**src/rtl/pfr_pkg.sv**
```systemverilog
`default_nettype none

package pfr_pkg;

   // Table geometry; the slot and config field widths follow from the frame count
   localparam int NUM_FRAMES = 16;
   localparam int PAGE_BITS = 16;
   localparam int SLOT_BITS = $clog2(NUM_FRAMES);
   localparam int FRAMES_CFG_BITS = SLOT_BITS + 1;
   localparam int COUNT_BITS = 16;

   // Stream and register port widths
   localparam int REQ_TDATA_BITS = 24;
   localparam int RSP_TDATA_BITS = 56;
   localparam int CSR_INDEX_BITS = 1;
   localparam int CSR_DATA_BITS = FRAMES_CFG_BITS;

   localparam logic [FRAMES_CFG_BITS-1:0] FRAMES_CFG_RESET = FRAMES_CFG_BITS'(NUM_FRAMES);

   typedef logic [SLOT_BITS-1:0] slot_type;
   typedef logic [PAGE_BITS-1:0] page_type;
   typedef logic [COUNT_BITS-1:0] count_type;

   typedef enum logic {
      POLICY_FIFO = 1'b0,
      POLICY_LRU  = 1'b1
   } policy_type;

   typedef enum logic [CSR_INDEX_BITS-1:0] {
      CSR_FRAMES_IN_USE = 1'b0,
      CSR_POLICY        = 1'b1
   } csr_index_type;

   typedef struct packed {
      logic [FRAMES_CFG_BITS-1:0] frames_in_use;
      policy_type                 policy;
   } cfg_type;

   typedef struct packed {
      page_type page;
      logic     start_of_sequence;
   } req_item_type;

   typedef struct packed {
      logic      hit;
      slot_type  slot;
      logic      evicted_valid;
      page_type  evicted_page;
      count_type hit_total;
      count_type miss_total;
   } rsp_item_type;

endpackage

`default_nettype wire

```
**src/rtl/pfr_core.sv**
```systemverilog
`default_nettype none

module pfr_core import pfr_pkg::*; (
   input  wire logic         clock,
   input  wire logic         reset,
   input  wire logic         step,
   input  wire req_item_type item,
   input  wire cfg_type      cfg,
   output rsp_item_type      result
);

   localparam int KEY_BITS = SLOT_BITS + 1;

   // Frame table state
   page_type                frame_page_ff [NUM_FRAMES];
   logic [NUM_FRAMES-1:0]   frame_valid_ff, frame_valid_in;
   slot_type                rank_ff [NUM_FRAMES];
   slot_type                rank_in [NUM_FRAMES];
   slot_type                rr_ptr_ff, rr_ptr_in;
   count_type               hit_count_ff, hit_count_in;
   count_type               miss_count_ff, miss_count_in;

   // Working values
   logic [FRAMES_CFG_BITS-1:0] n_active;
   logic [NUM_FRAMES-1:0]      active;
   logic [NUM_FRAMES-1:0]      valid_eff;
   slot_type                   rank_eff [NUM_FRAMES];
   slot_type                   ptr_eff;
   count_type                  hit_eff, miss_eff;
   logic [NUM_FRAMES-1:0]      match, empty;
   logic                       hit, has_empty;
   slot_type                   hit_slot, empty_slot, fifo_slot, slot;
   logic [FRAMES_CFG_BITS-1:0] fifo_next;
   logic                       slot_valid;
   logic [KEY_BITS-1:0]        old_rank;
   logic [KEY_BITS-1:0]        key_l [SLOT_BITS+1][NUM_FRAMES];
   slot_type                   idx_l [SLOT_BITS+1][NUM_FRAMES];

   // Active frame count, clamped to 1..NUM_FRAMES
   always_comb begin
      if (cfg.frames_in_use == '0) begin
         n_active = FRAMES_CFG_BITS'(1);
      end else if (cfg.frames_in_use > FRAMES_CFG_BITS'(NUM_FRAMES)) begin
         n_active = FRAMES_CFG_BITS'(NUM_FRAMES);
      end else begin
         n_active = cfg.frames_in_use;
      end
   end

   // State as seen by this beat: a start flag empties everything first
   always_comb begin
      for (int j = 0; j < NUM_FRAMES; j++) begin
         active[j]   = FRAMES_CFG_BITS'(j) < n_active;
         valid_eff[j] = item.start_of_sequence ? 1'b0 : frame_valid_ff[j];
         rank_eff[j] = item.start_of_sequence ? '0 : rank_ff[j];
         match[j]    = active[j] && valid_eff[j] && (frame_page_ff[j] == item.page);
         empty[j]    = active[j] && !valid_eff[j];
      end
      ptr_eff  = item.start_of_sequence ? '0 : rr_ptr_ff;
      hit_eff  = item.start_of_sequence ? '0 : hit_count_ff;
      miss_eff = item.start_of_sequence ? '0 : miss_count_ff;
   end

   // Lowest matching frame and lowest empty frame
   always_comb begin
      hit_slot   = '0;
      empty_slot = '0;
      for (int j = NUM_FRAMES - 1; j >= 0; j--) begin
         if (match[j]) begin
            hit_slot = SLOT_BITS'(j);
         end
         if (empty[j]) begin
            empty_slot = SLOT_BITS'(j);
         end
      end
      hit       = |match;
      has_empty = |empty;
   end

   // Oldest frame: max-rank tree, inactive frames lose, the left side wins a tie
   always_comb begin
      for (int l = 0; l <= SLOT_BITS; l++) begin
         for (int j = 0; j < NUM_FRAMES; j++) begin
            key_l[l][j] = '0;
            idx_l[l][j] = '0;
         end
      end
      for (int j = 0; j < NUM_FRAMES; j++) begin
         key_l[0][j] = {active[j], rank_eff[j]};
         idx_l[0][j] = SLOT_BITS'(j);
      end
      for (int l = 1; l <= SLOT_BITS; l++) begin
         for (int j = 0; j < NUM_FRAMES / 2; j++) begin
            if (j < (NUM_FRAMES >> l)) begin
               if (key_l[l-1][2*j+1] > key_l[l-1][2*j]) begin
                  key_l[l][j] = key_l[l-1][2*j+1];
                  idx_l[l][j] = idx_l[l-1][2*j+1];
               end else begin
                  key_l[l][j] = key_l[l-1][2*j];
                  idx_l[l][j] = idx_l[l-1][2*j];
               end
            end
         end
      end
   end

   // Round-robin victim, wrapped into the active range
   always_comb begin
      if ({1'b0, ptr_eff} >= n_active) begin
         fifo_slot = '0;
      end else begin
         fifo_slot = ptr_eff;
      end
      if ({1'b0, fifo_slot} + FRAMES_CFG_BITS'(1) >= n_active) begin
         fifo_next = '0;
      end else begin
         fifo_next = {1'b0, fifo_slot} + FRAMES_CFG_BITS'(1);
      end
   end

   // Slot choice and next state
   always_comb begin
      if (hit) begin
         slot = hit_slot;
      end else if (cfg.policy == POLICY_FIFO) begin
         slot = fifo_slot;
      end else if (has_empty) begin
         slot = empty_slot;
      end else begin
         slot = idx_l[SLOT_BITS][0];
      end
      slot_valid = valid_eff[slot];
      old_rank   = slot_valid ? {1'b0, rank_eff[slot]} : KEY_BITS'(NUM_FRAMES);

      frame_valid_in       = valid_eff;
      frame_valid_in[slot] = 1'b1;
      for (int j = 0; j < NUM_FRAMES; j++) begin
         rank_in[j] = rank_eff[j];
         if (active[j] && valid_eff[j] && ({1'b0, rank_eff[j]} < old_rank)
             && (rank_eff[j] != SLOT_BITS'(NUM_FRAMES - 1))) begin
            rank_in[j] = rank_eff[j] + SLOT_BITS'(1);
         end
      end
      rank_in[slot] = '0;

      rr_ptr_in     = ptr_eff;
      hit_count_in  = hit_eff;
      miss_count_in = miss_eff;
      if (hit) begin
         if (hit_eff != '1) begin
            hit_count_in = hit_eff + COUNT_BITS'(1);
         end
      end else begin
         if (cfg.policy == POLICY_FIFO) begin
            rr_ptr_in = fifo_next[SLOT_BITS-1:0];
         end
         if (miss_eff != '1) begin
            miss_count_in = miss_eff + COUNT_BITS'(1);
         end
      end

      result.hit           = hit;
      result.slot          = slot;
      result.evicted_valid = !hit && slot_valid;
      result.evicted_page  = (!hit && slot_valid) ? frame_page_ff[slot] : '0;
      result.hit_total     = hit_count_in;
      result.miss_total    = miss_count_in;
   end

   // Control state
   always_ff @(posedge clock) begin
      if (reset) begin
         frame_valid_ff <= '0;
         rr_ptr_ff      <= '0;
         hit_count_ff   <= '0;
         miss_count_ff  <= '0;
         for (int j = 0; j < NUM_FRAMES; j++) begin
            rank_ff[j] <= '0;
         end
      end else if (step) begin
         frame_valid_ff <= frame_valid_in;
         rr_ptr_ff      <= rr_ptr_in;
         hit_count_ff   <= hit_count_in;
         miss_count_ff  <= miss_count_in;
         for (int j = 0; j < NUM_FRAMES; j++) begin
            rank_ff[j] <= rank_in[j];
         end
      end
   end

   // Page store, no reset: only read where the valid bit is set
   always_ff @(posedge clock) begin
      if (step) begin
         frame_page_ff[slot] <= item.page;
      end
   end

   // The used frame is always resident afterwards
   a_slot_resident: assert property (@(posedge clock) disable iff (reset)
      step |=> frame_valid_ff[$past(slot)])
      else $error("used frame not valid after step");

   // A hit never reports an eviction
   a_hit_no_evict: assert property (@(posedge clock) disable iff (reset)
      (step && hit) |-> !result.evicted_valid)
      else $error("eviction reported on a hit");

   // Hit total only falls on a sequence start
   a_hit_monotonic: assert property (@(posedge clock) disable iff (reset)
      (step && !item.start_of_sequence) |=> (hit_count_ff >= $past(hit_count_ff)))
      else $error("hit total decreased without start");

   // Used frame gets the top recency rank
   a_used_rank: assert property (@(posedge clock) disable iff (reset)
      step |=> (rank_ff[$past(slot)] == '0))
      else $error("used frame not most recent");

endmodule

`default_nettype wire

```
**src/rtl/page_frame_replacement_unit.sv**
```systemverilog
`default_nettype none

// Page frame replacement unit. Each req beat is one page reference, looked up in a
// fully associative table of 16 frames (first csr frames_in_use of them active);
// the rsp beat reports hit, slot, evicted page and saturating hit/miss totals, with
// FIFO or LRU replacement chosen by the policy register. One reference per clock
// is sustained while rsp_tready is high: lookup, victim choice and table update
// are combinational between the request register and the response register, so
// each result is registered when its reference leaves the request register, and
// the next reference sees the table left by the previous one. Configuration must
// only be written while no reference is in flight.
module page_frame_replacement_unit import pfr_pkg::*; (
   input  wire logic                      clock,
   input  wire logic                      reset,
   // req_tdata: page[15:0], start_of_sequence[16], zero pad[23:17]
   input  wire logic                      req_tvalid,
   output logic                           req_tready,
   input  wire logic [REQ_TDATA_BITS-1:0] req_tdata,
   // rsp_tdata: hit[0], slot[4:1], evicted_valid[5], evicted_page[21:6],
   //            hit_total[37:22], miss_total[53:38], zero pad[55:54]
   output logic                           rsp_tvalid,
   input  wire logic                      rsp_tready,
   output logic [RSP_TDATA_BITS-1:0]      rsp_tdata,
   input  wire logic                      csr_valid,
   output logic                           csr_ready,
   input  wire logic [CSR_INDEX_BITS-1:0] csr_index,
   input  wire logic [CSR_DATA_BITS-1:0]  csr_data
);

   localparam int RSP_USED_BITS = 1 + SLOT_BITS + 1 + PAGE_BITS + 2 * COUNT_BITS;

   logic         in_valid_ff;
   req_item_type in_item_ff;
   logic         out_valid_ff;
   rsp_item_type out_item_ff;
   cfg_type      cfg_ff;
   logic         advance;
   rsp_item_type result;

   // Work advances when the response register is free or being drained
   assign advance    = in_valid_ff && (!out_valid_ff || rsp_tready);
   assign req_tready = !in_valid_ff || advance;
   assign csr_ready  = 1'b1;

   // Request register
   always_ff @(posedge clock) begin
      if (reset) begin
         in_valid_ff <= 1'b0;
      end else if (req_tvalid && req_tready) begin
         in_valid_ff <= 1'b1;
      end else if (advance) begin
         in_valid_ff <= 1'b0;
      end
   end

   always_ff @(posedge clock) begin
      if (req_tvalid && req_tready) begin
         in_item_ff.page              <= req_tdata[PAGE_BITS-1:0];
         in_item_ff.start_of_sequence <= req_tdata[PAGE_BITS];
      end
   end

   // Configuration registers
   always_ff @(posedge clock) begin
      if (reset) begin
         cfg_ff.frames_in_use <= FRAMES_CFG_RESET;
         cfg_ff.policy        <= POLICY_FIFO;
      end else if (csr_valid && csr_ready) begin
         case (csr_index_type'(csr_index))
            CSR_FRAMES_IN_USE: begin
               cfg_ff.frames_in_use <= csr_data[FRAMES_CFG_BITS-1:0];
            end
            CSR_POLICY: begin
               cfg_ff.policy <= policy_type'(csr_data[0]);
            end
            default: begin
               cfg_ff <= cfg_ff;
            end
         endcase
      end
   end

   pfr_core u_core (
      .clock  (clock),
      .reset  (reset),
      .step   (advance),
      .item   (in_item_ff),
      .cfg    (cfg_ff),
      .result (result)
   );

   // Response register
   always_ff @(posedge clock) begin
      if (reset) begin
         out_valid_ff <= 1'b0;
      end else if (advance) begin
         out_valid_ff <= 1'b1;
      end else if (rsp_tready) begin
         out_valid_ff <= 1'b0;
      end
   end

   always_ff @(posedge clock) begin
      if (advance) begin
         out_item_ff <= result;
      end
   end

   assign rsp_tvalid = out_valid_ff;
   assign rsp_tdata  = {{(RSP_TDATA_BITS - RSP_USED_BITS){1'b0}},
                        out_item_ff.miss_total,
                        out_item_ff.hit_total,
                        out_item_ff.evicted_page,
                        out_item_ff.evicted_valid,
                        out_item_ff.slot,
                        out_item_ff.hit};

endmodule

`default_nettype wire
```
**config.mk**
```make
export PLATFORM = sky130hd
export DESIGN_NAME = page_frame_replacement_unit
export DESIGN_NICKNAME = d
export VERILOG_FILES = /design/src/rtl/pfr_pkg.sv /design/src/rtl/pfr_core.sv /design/src/rtl/page_frame_replacement_unit.sv
export SDC_FILE = /design/constraint.sdc
export NUM_CORES = 1
export LEC_CHECK = 0
export ABC_AREA = 1
export BUFFER_PORTS_ARGS = -buffer_cell sky130_fd_sc_hd__buf_2
export CAP_MARGIN = 20
export CORE_ASPECT_RATIO = 1.2
export CORE_MARGIN = 2
export CORE_UTILIZATION = 30
export CTS_CLUSTER_DIAMETER = 150
export DETAILED_ROUTE_END_ITERATION = 8
export PLACE_DENSITY = 0.45
export SYNTH_ARGS = -nofsm -noshare
export SYNTH_HDL_FRONTEND = slang
export SYNTH_SLANG_ARGS = --single-unit
export TNS_END_PERCENT = 30
```
**constraint.sdc**
```tcl
create_clock -name clock -period 10.1 [get_ports clock]
set_input_delay 0.505 -clock clock [delete_from_list [all_inputs] [get_ports clock]]
set_output_delay 0.505 -clock clock [all_outputs]
set_load 0.02 [all_outputs]
```
After elaboration in Yosys (flattened, before gate mapping):

Memory sizes are Yosys's and may differ from the RTL's. A register that Yosys moved wholly into a read port is not among the register bits.
Cells that the tools add are included.

* register bits: 115
* RAM bits: 320
* input bits: 35
* output and inout bits: 59
* memories: 2

Memory list
* u_core.frame_page_ff: depth 16, bits a word 16, rd ports 17, clocked after Yosys merged registers in 1, write ports 1, RTL line pfr_core.sv:15 `page_type frame_page_ff [NUM_FRAMES];`
* u_core.rank_ff: depth 16, bits a word 4, rd ports 16, clocked after Yosys merged registers in 0, write ports 16, RTL line pfr_core.sv:17 `slot_type rank_ff [NUM_FRAMES];`

* add/subtract/negate cells: 19
* magnitude comparators: 54
* equal/unequal tests: 34
* muxes and demuxes: 161
* bitwise operators: 21
* reductions and logical operators: 114

Operator list (number)
* 4-bit two-way mux: 92
* 16-bit equality test: 16
* 16-bit two-way mux: 6
* 1-bit logical AND: 85
* 5-bit two-way mux: 17
* 4-bit by 5-bit less-than comparator with 1-bit output: 16
* 5-bit > comparator: 15
* 4-bit by 1-bit adder with 4-bit output, second input constant: 16
* 64-bit AND: 1
* 4-bit inequality test, second input constant: 16
* 64-bit inverter: 1
* 4-bit by 5-bit less-than comparator with 1-bit output, first input constant: 8
* 1-bit two-way mux: 36
* 16-bit by 1-bit adder with 16-bit output, second input constant: 2
* 16-bit inequality test, second input constant: 2
* 16-bit OR reduction: 2
* 1-bit zero test: 20
* 3-bit by 5-bit less-than comparator with 1-bit output, first input constant: 4
* 4-bit binary-select mux with 4-bit select: 1
* 4-bit demux with 4-bit select: 1
* 1-bit OR: 16
* 16-bit OR: 1
* 1-bit by 5-bit less-than comparator with 1-bit output, first input constant: 2
* 2-bit by 5-bit less-than comparator with 1-bit output, first input constant: 2
* other kinds (18): 25

Longest topological paths before layout:

* depth in word-level cells: 35
* depth in mapped cells: 66
* depth with buffers taken out: 62

Hierarchy:

A second synthesis with hierarchy kept.

* cell total of the unflattened synthesis: 3248
* area total of the unflattened synthesis: 28204.6 um^2

Modules (own cells, without submodules)
* pfr_core: instances 1, cells each 3122, area each 25695.9 um^2, sequential area each 10650.2 um^2
* page_frame_replacement_unit: instances 1, cells each 126, area each 2508.7 um^2, sequential area each 2292.2 um^2

Worst setup path before layout:

OpenSTA, ideal clock, no wires.

* path type: register -> register
* start point: register in_item_ff[0] (netlist name)
* end point: memory u_core.rank_ff[0][1] (netlist name) (data pin)
* setup time: 255 ps
* arrival time: 9854 ps
* slack: -9 ps
* cell stages (with the launch flop): 54
* path buffers: 9
* period minus slack after synthesis: 10109 ps
* path through: edfxtp_1 -> inv_2 -> buf_2 -> buf_1 -> clkbuf_1 -> clkbuf_1 -> buf_1 -> nand2_1 -> inv_1 -> ha_1 -> nand2_1 -> o311ai_0 -> inv_1 -> a21oi_1 -> o21ai_0 -> ha_1 -> nand2_1 -> nor2_1 -> [18 not listed] -> a32oi_1 -> inv_1 -> a31oi_1 -> nor2_1 -> a21oi_4 -> nand2_4 -> nor2_1 -> clkbuf_1 -> clkbuf_1 -> a21oi_1 -> o2111ai_1 -> ha_1 -> a21oi_1 -> o21bai_1 -> a21oi_2 -> nand2_1 -> o21ai_0 -> nor2_1

RTL lines
* start: declaration: RTL line page_frame_replacement_unit.sv:33 `req_item_type in_item_ff;`
* end: declaration: RTL line pfr_core.sv:17

==> out/results.tsv <==
metric	value	unit
Slew Limit Fails	0	
CTS max path bufs	3	
DP Worst Slack	-0.00654	ns
Sink Count	451	
Crit path top cell by count	nand2_1	
Die Width	288	um
total power	5.62	mW
initial core utilization	0.303	
fin worst setup slack	0.731	ns
Final min period	9.37	ns
Synth async-reset ratio	0	
routed length per placed instance	21.0	um
Placed Area	31700	um2
Syn Area/Cell	8.45	um2
Hold WC Path Type	primary input to register	
data arrival time of the critical path	9.71	ns
io pins	94	
vias in the first global route	24000	
register area share after synthesis	0.447	
First-pass DRT Iterations	5	
fin nets	3844	
number of fill cells	10100	
layout cells sized above 1	0.144	
slowest CP cell	edfxtp_1	
setup tns final	0	ns
Post-synth top flop	edfxtp_1	
status	finished clean	
Crit. End Element	register	
Worst setup SP type	register	
Hold Startpoint	req_tdata[1]	
CTS buffer count	55	
Yosys warning total	0	
clk_skew	0.0604	ns
remaining antenna violation count	0	
H-tree Lvls	2	
Post-synth top cells	nand2_1, nor2_1, edfxtp_1, inv_1, ha_1	
type of the worst setup path	register to register	
count of cell types in the netlist	63	
gpl congestion	0.952	
DRC viols	0	
CP startpoint	in_item_ff[0]$_DFFE_PP_	
Hold Path Depth	1	
Yosys top cell area share	0.405	
Tcrit/Tclk final	0.928	
clk_lat worst skew	0.65	ns
initial antenna violation count	2	
largest area contributor in the netlist	edfxtp_1	
PwrDens	165	nW/um2
post-synthesis cell area	29000	um2
Req. time, crit path	10.44	ns
grt total ovfl	0	
CTS tree	built	
final hold violations	0	
global-route wire length before repair	153000	um
Die Y	344	um
Max Clk Rate	107	MHz
post-route cell area	34100	um2
FF+latch count, synth	451	
DRT iter0 DRCs	1744	
max cap viols	0	
row count	124	
CP max FO	9	
post-DP HPWL	77700	um
reg2reg start	in_item_ff[0]$_DFFE_PP_	
LEAKAGE	13.8	nW
Post-synth EDFFs	391	
CP max stage delay	0.36	ns
die footprint	99100	um2
Vias/cell	4.99	
Core ar.	95600	um2
clock-pin slew on the worst setup and hold paths	0.06	ns
area grow syn2layout	17.6	%
CTS Root Cell	clkbuf_16	
Gate Count Post-Synth	3432	
IO Port Bufs	83	
Inserted Diodes	0	
Total GRT Usage	0.207	
via count	24800	
final setup fails	0	
Worst Tran Pin Value	1.04	ns
Top Metal Used	met5	
reg2reg path depth	59	
met3 WL	4120	um
routed wl met2	51400	um
VDD IR max	0.000137	V
Max transition margin	0.307	
synth top area cells	edfxtp_1, nand2_1, ha_1	
final core utilization	0.357	
DRT met1 WL	44400	um
pin count of the biggest net entering global routing	58	
Post-Route WL	104000	um
count leader, synth	nand2_1	
[critical path, delay by kind of cell, from the launching register on]
kind / cells / cell delay, ns
flops: 1 / 0.36
simple gates: 22 / 2.47
buf+inv: 17 / 2.27
compound gates: 15 / 2.54
fa+ha+maj: 5 / 1.42
[flip-flops by register name, summed over array words and instances (netlist names)]
| name | flops |
|---|---|
| u_core.frame_page_ff | 256 |
| u_core.rank_ff | 64 |
| rsp_tdata | 54 |
| in_item_ff | 17 |
| u_core.frame_valid_ff | 16 |
| u_core.hit_count_ff | 16 |
| u_core.miss_count_ff | 16 |
| cfg_ff | 6 |
| u_core.rr_ptr_ff | 4 |
| in_valid_ff | 1 |
| rsp_tvalid | 1 |
[metal layers]
layer,track usage,vias to the layer above
li1,-,12200
met1,0.259,11800
met2,0.362,564
met3,0.0214,199
met4,0.0834,4
met5,0,-
[area by class of cell]
class                   instances  area, um2  area share
repair inverters                2       10.0    0.000294
flip-flops and latches        451      12900       0.380
well taps                    1260       1580      0.0463
repair buffers                282       1990      0.0585
inverters                     398       1530      0.0448
clock inverters                41        460      0.0135
multi-input cells            2471      14200       0.415
clock buffers                  63       1410      0.0413
[layout by cell type, fill, tap and decap left out, types with 14 or more instances in the layout]
| cell | synthesis | routed |
|---|---|---|
| a22oi_1 | 113 | 113 |
| inv_2 | 20 | 26 |
| nor2_4 | 18 | 22 |
| o21ai_0 | 127 | 119 |
| clkinv_1 | 4 | 15 |
| dfxtp_1 | 60 | 57 |
| nand4_1 | 125 | 125 |
| buf_4 | 21 | 182 |
| nand2_1 | 756 | 747 |
| nand3_2 | 13 | 14 |
| nor2_1 | 443 | 424 |
| nand3_1 | 104 | 103 |
| inv_1 | 371 | 360 |
| or2_2 | 27 | 27 |
| nor4_1 | 19 | 17 |
| edfxtp_1 | 391 | 391 |
| xor2_1 | 108 | 108 |
| nor2_2 | 8 | 23 |
| buf_2 | 26 | 83 |
| nand2_2 | 7 | 14 |
| o22ai_1 | 37 | 37 |
| clkbuf_16 | 0 | 55 |
| ha_1 | 148 | 147 |
| a21oi_1 | 133 | 130 |
| xnor2_1 | 107 | 107 |
| nor3_1 | 50 | 50 |
[logic make-up (layout without fill, tap and decap cells)]
family                   after synthesis  in the layout  synth area share
buffers and inverters                512            786            0.0736
flip-flops                           451            451             0.447
AO/OA/AOI/OAI                        506            506             0.110
XOR/XNOR                             215            215            0.0650
adder cells (fa/ha/maj)              148            148            0.0639
AND/OR/NAND/NOR                     1598           1598             0.241
other                                  2              4          0.000259
[path summary, 6_finish.rpt]
kind / to / slack, ns
max: u_core.rank_ff[0][1]$_SDFFCE_PN0P_ / 0.73
min reg2reg: u_core.frame_valid_ff[0]$_SDFFE_PP0P_ / 0.47
min: in_item_ff[2]$_DFFE_PP_ / 0.04
max reg2reg: u_core.rank_ff[0][1]$_SDFFCE_PN0P_ / 0.73
[power by group]
part / leakage [nW] / internal [mW] / switching, mW
clock network: 0.904 / 1.21 / 0.865
registers: 4.17 / 2.07 / 0.0248
logic: 8.70 / 0.542 / 0.911
[metrics by stage]
| stage | std cells | hold slack [ns] |
|---|---|---|
| after global placement | 4827 | 0.453 |
| after detailed placement | 4827 | 0.457 |
| after floorplan | 3434 | 0.445 |
| after global routing | 4968 | 0.0275 |
| after CTS | 4937 | 0.00261 |
| final | 4968 | 0.0392 |
[repair_timing]
item / in CTS / in global routing
gates resized for setup: 2 / 72
hold buffers: 6 / 0
pin swaps: 0 / 13
endpoints found under the setup margin: 46 / 98
cloned: 0 / 2
hold endpoints to repair: 6 / 0
setup buffers: 0 / 29
Note: power is estimated with default switching activity, not from simulation.
